### src/rtl/svbfc_pkg.sv
`timescale 1ns / 1ps

package svbfc_pkg;

    // Frame layout
    localparam logic [7:0] HDR_BYTE      = 8'hFF;
    localparam int         HDR_LEN       = 2;     // header bytes before the id
    localparam int         PAYLOAD_START = 5;     // position of the first payload byte
    localparam int         LEN_OFFSET    = 2;     // length byte = payload length + 2

    // Field widths fixed by the frame format
    localparam int BYTE_W   = 8;
    localparam int PLEN_W   = 7;
    localparam int PIDX_W   = 6;
    localparam int STATUS_W = 3;
    localparam int POS_W    = 7;                  // frame position counter, wraps
    localparam int CMP_W    = 9;                  // holds MAX_PAYLOAD + PAYLOAD_START

    localparam int MAX_PAYLOAD_DEFAULT = 64;

    // Configuration register indexes
    localparam int CFG_IDX_W = 1;
    localparam logic [CFG_IDX_W-1:0] CFG_EXPECTED_ID    = 1'd0;
    localparam logic [CFG_IDX_W-1:0] CFG_PAYLOAD_LENGTH = 1'd1;

    localparam logic [BYTE_W-1:0] EXPECTED_ID_RESET    = 8'd1;
    localparam logic [PLEN_W-1:0] PAYLOAD_LENGTH_RESET = 7'd0;

    typedef enum logic [STATUS_W-1:0] {
        ST_OK       = 3'd0,
        ST_HEADER   = 3'd1,
        ST_ID       = 3'd2,
        ST_LENGTH   = 3'd3,
        ST_SERVO    = 3'd4,
        ST_CHECKSUM = 3'd5
    } t_status;

    // Output stream packing: tdata holds byte, index, status from bit 0 up
    localparam int OUT_DATA_W = 24;
    localparam int IN_DATA_W  = 8;

endpackage

### src/rtl/servo_bus_status_frame_checker_top.sv
`timescale 1ns / 1ps

// Servo bus status frame checker.
// Input stream (s_axis): one received byte per beat; tuser set drops any
// partial frame and returns to the first header byte (the byte is ignored).
// Output stream (m_axis): exactly one beat per input beat. tuser marks a
// payload byte (byte and its index in tdata); tlast marks the checksum byte,
// which carries in tdata the status of the first check that failed
// (0 ok, 1 header, 2 id, 3 length, 4 servo error, 5 checksum). When that
// status is nonzero, discard the payload bytes of that frame.
// The result of a byte appears in the cycle after its beat is taken.
// Throughput: one byte per cycle when not stalled, set by the single frame-position/checksum
// update path between the frame state registers and the output register.
// Stall: when m_axis_tready is low with a result held, s_axis_tready drops;
// the held result and the frame state stay put until the result is taken.
// Reset (synchronous, active low): expected id returns to 1, payload length
// to 0, the frame position, running sum and first fault clear, and the
// output register empties. Configuration writes (i_cfg_we) take effect at
// once and belong between frames; a length above MAX_PAYLOAD is clipped.
module servo_bus_status_frame_checker_top #(
    parameter int MAX_PAYLOAD = svbfc_pkg::MAX_PAYLOAD_DEFAULT
) (
    input  logic                                  i_clk,
    input  logic                                  i_rst_n,
    // configuration write port
    input  logic                                  i_cfg_we,
    input  logic [svbfc_pkg::CFG_IDX_W-1:0]       i_cfg_index,
    input  logic [svbfc_pkg::BYTE_W-1:0]          i_cfg_data,
    // input stream
    input  logic                                  s_axis_tvalid,
    output logic                                  s_axis_tready,
    input  logic [svbfc_pkg::IN_DATA_W-1:0]       s_axis_tdata,  // [7:0] rx_byte
    input  logic                                  s_axis_tuser,  // [0] restart
    // result stream
    output logic                                  m_axis_tvalid,
    input  logic                                  m_axis_tready,
    // [7:0] payload_byte, [13:8] payload_index, [16:14] frame_status, [23:17] zero
    output logic [svbfc_pkg::OUT_DATA_W-1:0]      m_axis_tdata,
    output logic                                  m_axis_tuser,  // [0] payload_valid
    output logic                                  m_axis_tlast   // frame_done
);

    localparam int PosW = svbfc_pkg::POS_W;
    localparam logic [svbfc_pkg::CMP_W-1:0] MaxLen = svbfc_pkg::CMP_W'(MAX_PAYLOAD);

    // Configuration registers
    logic [svbfc_pkg::BYTE_W-1:0] r_expected_id;
    logic [svbfc_pkg::PLEN_W-1:0] r_payload_length;

    // Frame state
    logic [PosW-1:0]              r_pos, n_pos;
    logic [svbfc_pkg::BYTE_W-1:0] r_sum, n_sum;
    svbfc_pkg::t_status           r_fault, n_fault;

    // Output register
    logic                           r_out_valid;
    logic                           r_payload_valid, n_payload_valid;
    logic [svbfc_pkg::BYTE_W-1:0]   r_payload_byte, n_payload_byte;
    logic [svbfc_pkg::PIDX_W-1:0]   r_payload_index, n_payload_index;
    logic                           r_frame_done, n_frame_done;
    svbfc_pkg::t_status             r_frame_status, n_frame_status;

    logic                           in_beat;
    logic [svbfc_pkg::BYTE_W-1:0]   rx_byte;
    logic [svbfc_pkg::CMP_W-1:0]    len_clip;
    logic [svbfc_pkg::CMP_W-1:0]    pos_ext;
    logic [svbfc_pkg::CMP_W-1:0]    pos_rel;
    svbfc_pkg::t_status             fault_now;

    assign s_axis_tready = !r_out_valid || m_axis_tready;
    assign in_beat       = s_axis_tvalid && s_axis_tready;
    assign rx_byte       = s_axis_tdata[svbfc_pkg::BYTE_W-1:0];

    always_ff @(posedge i_clk) begin
        if (!i_rst_n) begin
            r_expected_id    <= svbfc_pkg::EXPECTED_ID_RESET;
            r_payload_length <= svbfc_pkg::PAYLOAD_LENGTH_RESET;
        end else if (i_cfg_we) begin
            case (i_cfg_index)
                svbfc_pkg::CFG_EXPECTED_ID:    r_expected_id    <= i_cfg_data;
                svbfc_pkg::CFG_PAYLOAD_LENGTH:
                    r_payload_length <= i_cfg_data[svbfc_pkg::PLEN_W-1:0];
                default: ;
            endcase
        end
    end

    // Clip the configured length to MAX_PAYLOAD
    always_comb begin
        len_clip = svbfc_pkg::CMP_W'(r_payload_length);
        if (len_clip > MaxLen) begin
            len_clip = MaxLen;
        end
        pos_ext = svbfc_pkg::CMP_W'(r_pos);
        pos_rel = pos_ext - svbfc_pkg::CMP_W'(svbfc_pkg::PAYLOAD_START);
    end

    // Next frame state and the result of this byte
    always_comb begin
        n_pos           = r_pos;
        n_sum           = r_sum;
        n_fault         = r_fault;
        fault_now       = svbfc_pkg::ST_OK;
        n_payload_valid = 1'b0;
        n_payload_byte  = '0;
        n_payload_index = '0;
        n_frame_done    = 1'b0;
        n_frame_status  = svbfc_pkg::ST_OK;

        if (s_axis_tuser) begin
            // drop the partial frame
            n_pos   = '0;
            n_sum   = '0;
            n_fault = svbfc_pkg::ST_OK;
        end else if (pos_ext >= len_clip + svbfc_pkg::CMP_W'(svbfc_pkg::PAYLOAD_START)) begin
            // checksum byte: report and clear
            if (~r_sum != rx_byte) begin
                fault_now = svbfc_pkg::ST_CHECKSUM;
            end
            n_frame_done   = 1'b1;
            n_frame_status = (r_fault != svbfc_pkg::ST_OK) ? r_fault : fault_now;
            n_pos          = '0;
            n_sum          = '0;
            n_fault        = svbfc_pkg::ST_OK;
        end else begin
            if (pos_ext < svbfc_pkg::CMP_W'(svbfc_pkg::HDR_LEN)) begin
                if (rx_byte != svbfc_pkg::HDR_BYTE) begin
                    fault_now = svbfc_pkg::ST_HEADER;
                end
            end else begin
                n_sum = r_sum + rx_byte;
                case (pos_ext)
                    svbfc_pkg::CMP_W'(2): begin
                        if (rx_byte != r_expected_id) begin
                            fault_now = svbfc_pkg::ST_ID;
                        end
                    end
                    svbfc_pkg::CMP_W'(3): begin
                        if (rx_byte != svbfc_pkg::BYTE_W'(len_clip +
                                svbfc_pkg::CMP_W'(svbfc_pkg::LEN_OFFSET))) begin
                            fault_now = svbfc_pkg::ST_LENGTH;
                        end
                    end
                    svbfc_pkg::CMP_W'(4): begin
                        if (rx_byte != '0) begin
                            fault_now = svbfc_pkg::ST_SERVO;
                        end
                    end
                    default: begin
                        // pass the payload byte through
                        n_payload_valid = 1'b1;
                        n_payload_byte  = rx_byte;
                        n_payload_index = pos_rel[svbfc_pkg::PIDX_W-1:0];
                    end
                endcase
            end
            if (r_fault == svbfc_pkg::ST_OK) begin
                n_fault = fault_now;
            end
            n_pos = r_pos + PosW'(1);
        end
    end

    always_ff @(posedge i_clk) begin
        if (!i_rst_n) begin
            r_pos   <= '0;
            r_sum   <= '0;
            r_fault <= svbfc_pkg::ST_OK;
        end else if (in_beat) begin
            r_pos   <= n_pos;
            r_sum   <= n_sum;
            r_fault <= n_fault;
        end
    end

    // Output register: load on every taken beat, empty when drained
    always_ff @(posedge i_clk) begin
        if (!i_rst_n) begin
            r_out_valid <= 1'b0;
        end else if (in_beat) begin
            r_out_valid <= 1'b1;
        end else if (m_axis_tready) begin
            r_out_valid <= 1'b0;
        end
    end

    always_ff @(posedge i_clk) begin
        if (in_beat) begin
            r_payload_valid <= n_payload_valid;
            r_payload_byte  <= n_payload_byte;
            r_payload_index <= n_payload_index;
            r_frame_done    <= n_frame_done;
            r_frame_status  <= n_frame_status;
        end
    end

    assign m_axis_tvalid = r_out_valid;
    assign m_axis_tuser  = r_payload_valid;
    assign m_axis_tlast  = r_frame_done;
    assign m_axis_tdata  = {
        (svbfc_pkg::OUT_DATA_W - svbfc_pkg::BYTE_W - svbfc_pkg::PIDX_W
            - svbfc_pkg::STATUS_W)'(0),
        r_frame_status,
        r_payload_index,
        r_payload_byte
    };

endmodule

### config.mk
export PLATFORM = sky130hd
export DESIGN_NAME = servo_bus_status_frame_checker_top
export DESIGN_NICKNAME = d
export VERILOG_FILES = /design/src/rtl/svbfc_pkg.sv /design/src/rtl/servo_bus_status_frame_checker_top.sv
export SDC_FILE = /design/constraint.sdc
export NUM_CORES = 1
export LEC_CHECK = 0
export BUFFER_PORTS_ARGS = -buffer_cell sky130_fd_sc_hd__buf_2
export CORE_MARGIN = 3
export CORE_UTILIZATION = 51
export DETAILED_ROUTE_END_ITERATION = 10
export PLACE_DENSITY = 0.76
export SLEW_MARGIN = 20
export SYNTH_ARGS = -nofsm -noshare
export SYNTH_HDL_FRONTEND = slang
export SYNTH_SLANG_ARGS = --single-unit
### constraint.sdc
create_clock -name i_clk -period 3.1 [get_ports i_clk]
set_clock_uncertainty 0.05 [all_clocks]
set_input_delay 0.775 -clock i_clk [delete_from_list [all_inputs] [get_ports i_clk]]
set_output_delay 0.775 -clock i_clk [all_outputs]
set_load 0.05 [all_outputs]
* After elaboration in Yosys (flattened, before gate mapping)
Index checks and enable logic that the tools add are counted.
** Operators by class
- Bitwise gates (word level) :: 3
- Reductions and logical operators :: 16
- Equality and inequality tests :: 8
- Add/sub/neg operators :: 5
- Muxes and demuxes :: 21
- $lt $le $gt $ge :: 3
** Operators by type and width (count)
- 8-bit two-way mux :: 3
- 8-bit inequality test :: 3
- 3-bit two-way mux :: 7
- 7-bit two-way mux :: 3
- 7-bit by 2-bit == test with 1-bit output, second input constant :: 2
- 9-bit by 3-bit adder with 9-bit output, second input constant :: 1
- 7-bit by 9-bit greater-or-equal comparator with 1-bit output :: 1
- 3-bit one-hot mux with 3 select lines :: 1
- 8-bit by 2-bit adder with 8-bit output, second input constant :: 1
- 8-bit adder :: 1
- 8-bit inequality test, second input constant :: 1
- 8-bit NOT :: 1
- 2-bit AND reduction :: 4
- 8-bit nonzero test :: 1
- 7-bit by 1-bit adder with 7-bit output, second input constant :: 1
- 7-bit by 3-bit == test with 1-bit output, second input constant :: 1
- 7-bit greater-than comparator, second input constant :: 1
- 7-bit by 2-bit < comparator with 1-bit output, second input constant :: 1
- 3-bit nonzero test :: 2
- 3-bit OR reduction :: 2
- 6-bit OR reduction :: 1
- 6-bit by 3-bit subtractor with 6-bit output, second input constant :: 1
- 1-bit two-way mux :: 5
- 2-bit two-way mux :: 2
- other kinds (8) :: 9
** Word-level totals
- Output and inout port bits :: 28
- Input port bits :: 23
- Logic and storage cells :: 67
- Flip-flop bits (word level) :: 53

* Longest topological paths before layout
- Depth after elaboration :: 10
- Depth in mapped cells :: 15
- Depth with buffers taken out :: 14

* Worst setup path before layout
OpenSTA, ideal clock, no wires.
- Path type :: register -> register
- From :: reg r_payload_length[6] (netlist bit)
- To :: reg r_sum[6] (netlist bit)
- Cell stages (with the launch flop) :: 14
- Slack :: -0.130 ns
- Clock period less this slack :: 3.230 ns
- Library setup time :: 0.059 ns
- Path buffers :: 1
- Arrival time :: 3.121 ns
- Required time :: 2.991 ns
- Path through :: dfxtp_1 clkbuf_1 nor2b_1 inv_1 ha_1 a21oi_1 or3_1 a21o_1 ha_1 a21o_1 a211oi_1 o21ai_1 nor3b_1 a31o_2
** On the way
- Word-level cells in the longest chain between the ends :: 6
- Elaborated cells between the ends (all ways) :: 8
- Classes of those cells :: add/sub: 1; order compare: 2; eq/ne: 1; mux: 3; reduce/logical: 1
** Ends and longest elaborated chain
- start: declaration :: line servo_bus_status_frame_checker_top.sv:48 : logic [svbfc_pkg::PLEN_W-1:0] r_payload_length;
- start signal: assignment :: line servo_bus_status_frame_checker_top.sv:77 : r_payload_length <= svbfc_pkg::PAYLOAD_LENGTH_RESET;
- start signal: assignment :: line servo_bus_status_frame_checker_top.sv:82 : r_payload_length <= i_cfg_data[svbfc_pkg::PLEN_W-1:0];
- 7-bit greater-than comparator :: line servo_bus_status_frame_checker_top.sv:91 : if (len_clip > MaxLen) begin
- 7-bit two-way mux (*) :: line servo_bus_status_frame_checker_top.sv:91
- 9-bit by 3-bit adder with 9-bit output (*) :: line servo_bus_status_frame_checker_top.sv:115 : end else if (pos_ext >= len_clip + svbfc_pkg::CMP_W'(svbfc_pkg::PAYLOAD_START)) begin
- 7-bit by 9-bit greater-or-equal comparator with 1-bit output (*) :: line servo_bus_status_frame_checker_top.sv:115
- 3-bit inequality test (no line) / 8-bit two-way mux (equally long branches)
- 2-bit AND reduction (no line) / 8-bit two-way mux (equally long branches)
- end signal: assignment :: line servo_bus_status_frame_checker_top.sv:171 : r_sum <= n_sum;
- end: declaration :: line servo_bus_status_frame_checker_top.sv:52 : logic [svbfc_pkg::BYTE_W-1:0] r_sum, n_sum;
Mark *: on every way between the ends. The rest lies on a longest branch, timed or not.
A chain may end at the register's enable or synchronous reset.

* Worst setup path in the final report
- From :: reg r_payload_length[6] (netlist bit)
- To :: reg r_sum[3] (netlist bit)
The elaborated chain is that of the path after synthesis.

==> results by group <==
Status
  – Status: finished clean

Clocking
  – Clk slew on worst S/H paths: 0.10 ns
  – Clk root buf: clkbuf_8
  – Clk buf depth: 2
  – Htree depth: 2
  – Clk sink count: 53
  – Hold Buf Count CTS: 0
  – Clk_lat worst skew: 0.32 ns
  – CTS Buf Count: 5
  – CTS tree: built

GRT
  – Tot GR Track Use: 19.8%
  – Total congestion overflow: 0
  – First-pass GRT wire length: 11400 um
  – Met1 Use GR: 26.8%
  – Largest net degree at the start of global routing: 29
  – Initial antenna violation count: 0
  – Met2 GRT Util: 31.7%
  – Global route hottest layer: met2
  – Vias in the first global route: 2501
  – M3 GR Usage: 3.73%

Critical path
  – Worst setup EP type: register
  – Family with the most delay on the worst path: compound AO/OA/AOI/OAI gates
  – Worst EP required: 3.30 ns
  – CP Cell Sequence: and2b_1, ha_1, a21oi_2, or3_1, a21o_1, ha_1, a21o_1, a211oi_2, o21ai_2, buf_4, nor3b_2, buf_4, a22oi_1, nor2_1
  – Reg2reg start: r_payload_length[6]$_SDFFE_PN0P_
  – Critical path class: reg -> reg
  – Slowest-stage cell, CP: or3_1
  – WP buf/inv: 2
  – Worst reg-to-reg path cell count: 14
  – Crit path DAT: 3.10 ns
  – Maximum fanout along the worst path: 7
  – FF-to-FF End: r_sum[3]$_SDFFE_PN0P_
  – CP peak stage delay: 0.35 ns
  – Worst setup startpoint: r_payload_length[6]$_SDFFE_PN0P_
  – Crit start category: register
  – R2R Setup Slk: 0.19 ns

Route
  – Drt via density: 5.46
  – Initial DRC count: 135
  – Post-route ant nets: 0
  – Routed len/inst: 14.7 um
  – Final WL: 6850 um
  – DR pass1 iterations: 4
  – Via count: 2548
  – Residual DRC: 0

STA
  – Final worst-path cycle share: 93.9%
  – Fin crit period: 2.91 ns
  – Unrepaired setup endpoints after global routing: yes
  – Max_slew headroom: 63.8%
  – Hold Vio Cnt, Final: 0
  – Worst Tran Pin Value: 0.542 ns
  – Final Setup Violations: 0
  – Pins Over Slew Limit: 0
  – Hold Worst Slack: 0.430 ns
  – Highest clock rate: 0.344 GHz

Synth
  – Most common flop cell mapped by yosys: dfxtp_1
  – Commonest cells in the netlist: nand2_1 (39), dfxtp_1 (34), nor2_1 (33)
  – Top cell type's share of synthesized area: 21.9%
  – Avg Synthesized Cell Area: 9.03 um2
  – Yosys warns: 0
  – Mapped cell area: 0.00311 mm2
  – Leading area contributor after synthesis: dfxtp_1
  – Seq/Total Area, Yosys: 40.2%
  – Post-synth EDFFs: 19
  – Top-count cell post-synth: nand2_1
  – Mapped Cells: 345
  – Synth top area cells: dfxtp_1 (22%), edfxtp_1 (18%), ha_1 (8.4%)
  – Async set or reset register ratio after synthesis: 0%
  – Unique masters post-synth: 49
  – Flops & latches, synth: 53

Layout
  – Final instance area: 0.00356 mm2
  – Share of cells above drive strength 1: 20.0%
  – Register area: 0.00125 mm2
  – Fill count: 493
  – Layout Cells excl Fill: 467
  – Area growth from synthesis to layout: 14.5%
  – NumNets Final: 439
  – Multi-input gate area: 0.00176 mm2
  – ANT cells: 0

Pwr
  – Clk pwr share: 28.3%
  – Internal power component: 0.000995 W
  – Comb power frac: 18.7%
  – Maximum VDD drop: 0.341 mV
  – Psw: 0.000439 W
  – Pleak: 1.52 nW
  – Pwr dens: 402 mW/mm2
  – Sw Share: 30.6%
  – Tot Pwr: 0.00143 W
  – Sequential share of power: 53.0%

Placement
  – RePlAce Congestion: 0.850
  – Placed wire-length estimate: 5230 um
  – Dpl cells: 459
  – Port bufs: 43
  – Area after DPL: 0.00345 mm2

Floorplanning
  – Number of primary I/O pins: 51
  – Starting Density: 54.5%
  – Die area: 0.00708 mm2
  – Die Width: 84.1 um
  – Die height: 84.1 um
  – Core outline area: 0.00571 mm2
  – Num rows: 27

Hold path
  – Hold Crit Class: reg -> reg
  – Hold Crit Depth: 2
  – Worst hold start: r_expected_id[6]$_SDFFE_PN0P_
  – Hold-critical path endpoint: r_expected_id[6]$_SDFFE_PN0P_

Flow run
  – Max cap viols: 0
## registers in the layout (all words and copies together), names as in the netlist
name,flops
r_payload_byte,8
r_sum,8
r_fault,3
r_expected_id,8
r_frame_status,3
r_payload_length,7
m_axis_tuser,1
m_axis_tlast,1
r_payload_index,6
m_axis_tvalid,1
r_pos,7
## timing repair
| item | CTS | global route |
|---|---|---|
| buffers inserted | 0 | 0 |
| resized for setup | 0 | 7 |
| setup endpoints to repair | 0 | 32 |
## metal layers
| layer | wire length, um | vias to the layer above |
|---|---|---|
| li1 | - | 1286 |
| met1 | 3100 | 1169 |
| met2 | 3260 | 82 |
| met3 | 392 | 11 |
| met4 | 93 | 0 |
| met5 | 0 | - |
## power groups by stage
stage / clock [W] / combinational, W / sequential (W)
final: 0.000405 / 0.000268 / 0.000760
after global routing: 0.000444 / 0.000294 / 0.000763
after CTS: 0.000414 / 0.000265 / 0.000760
after detailed placement: 0 / 0.000264 / 0.000776
after global placement: 0 / 0.000259 / 0.000775
after floorplan: 0 / 0.000148 / 0.000820
## worst max path at each step
stage | cells after the start | slack (ns) | endpoint
2_1_floorplan | 13 | 0.06 | r_sum[7]$_SDFFE_PN0P_
3_3_place_gp | 11 | 0.19 | r_sum[7]$_SDFFE_PN0P_
3_5_place_dp | 14 | 0.13 | r_fault[2]$_SDFFE_PN0P_
4_1_cts | 15 | 0.11 | r_sum[3]$_SDFFE_PN0P_
5_1_grt | 15 | -0.06 | r_sum[3]$_SDFFE_PN0P_
6_report | 14 | 0.19 | r_sum[3]$_SDFFE_PN0P_
## through the flow
step | TNS, ns | util [%] | setup slack [ns]
global route | -0.161 | 62.4 | -0.0597
detailed placement | 0 | 60.4 | 0.127
CTS | 0 | 62.0 | 0.107
finish | 0 | 62.4 | 0.191
global placement | 0 | 60.4 | 0.191
floorplan | 0 | - | 0.0551
## cells in the final DEF (no fill, tap or decap), types with 11 or more instances in the layout
master,n
xnor2_1,25
dfxtp_1,33
a21oi_1,15
nor2_1,33
buf_4,14
edfxtp_1,19
inv_1,11
a21boi_0,13
buf_2,43
nand3_1,14
ha_1,21
nand2_1,39
## cell families after synthesis
family | synth area share (%)
simple gates | 20.9
compound gates | 14.9
flops | 40.2
buf+inv | 4.94
xor+xnor | 9.28
fa+ha+maj | 9.08
mux | 0.643
other cells | 0.120
## final cells by class
cell class	count	share of cell area, %
Multi-Input combinational cell	264	49.4
Sequential cell	53	35.1
Timing Repair Buffer	57	8.99
Tap cell	72	2.53
Clock buffer	5	1.93
Inverter	13	1.37
Clock inverter	3	0.702
## worst register-to-register path, delay by kind of cell, from the launching register on
family / cells / cell delay (ns)
AO/OA/AOI/OAI: 6 / 0.87
AND/OR/NAND/NOR: 4 / 0.80
adder cells (fa/ha/maj): 2 / 0.45
buffers and inverters: 2 / 0.34
flip-flops: 1 / 0.33
No activity file was read; power rests on OpenSTA's default activity.
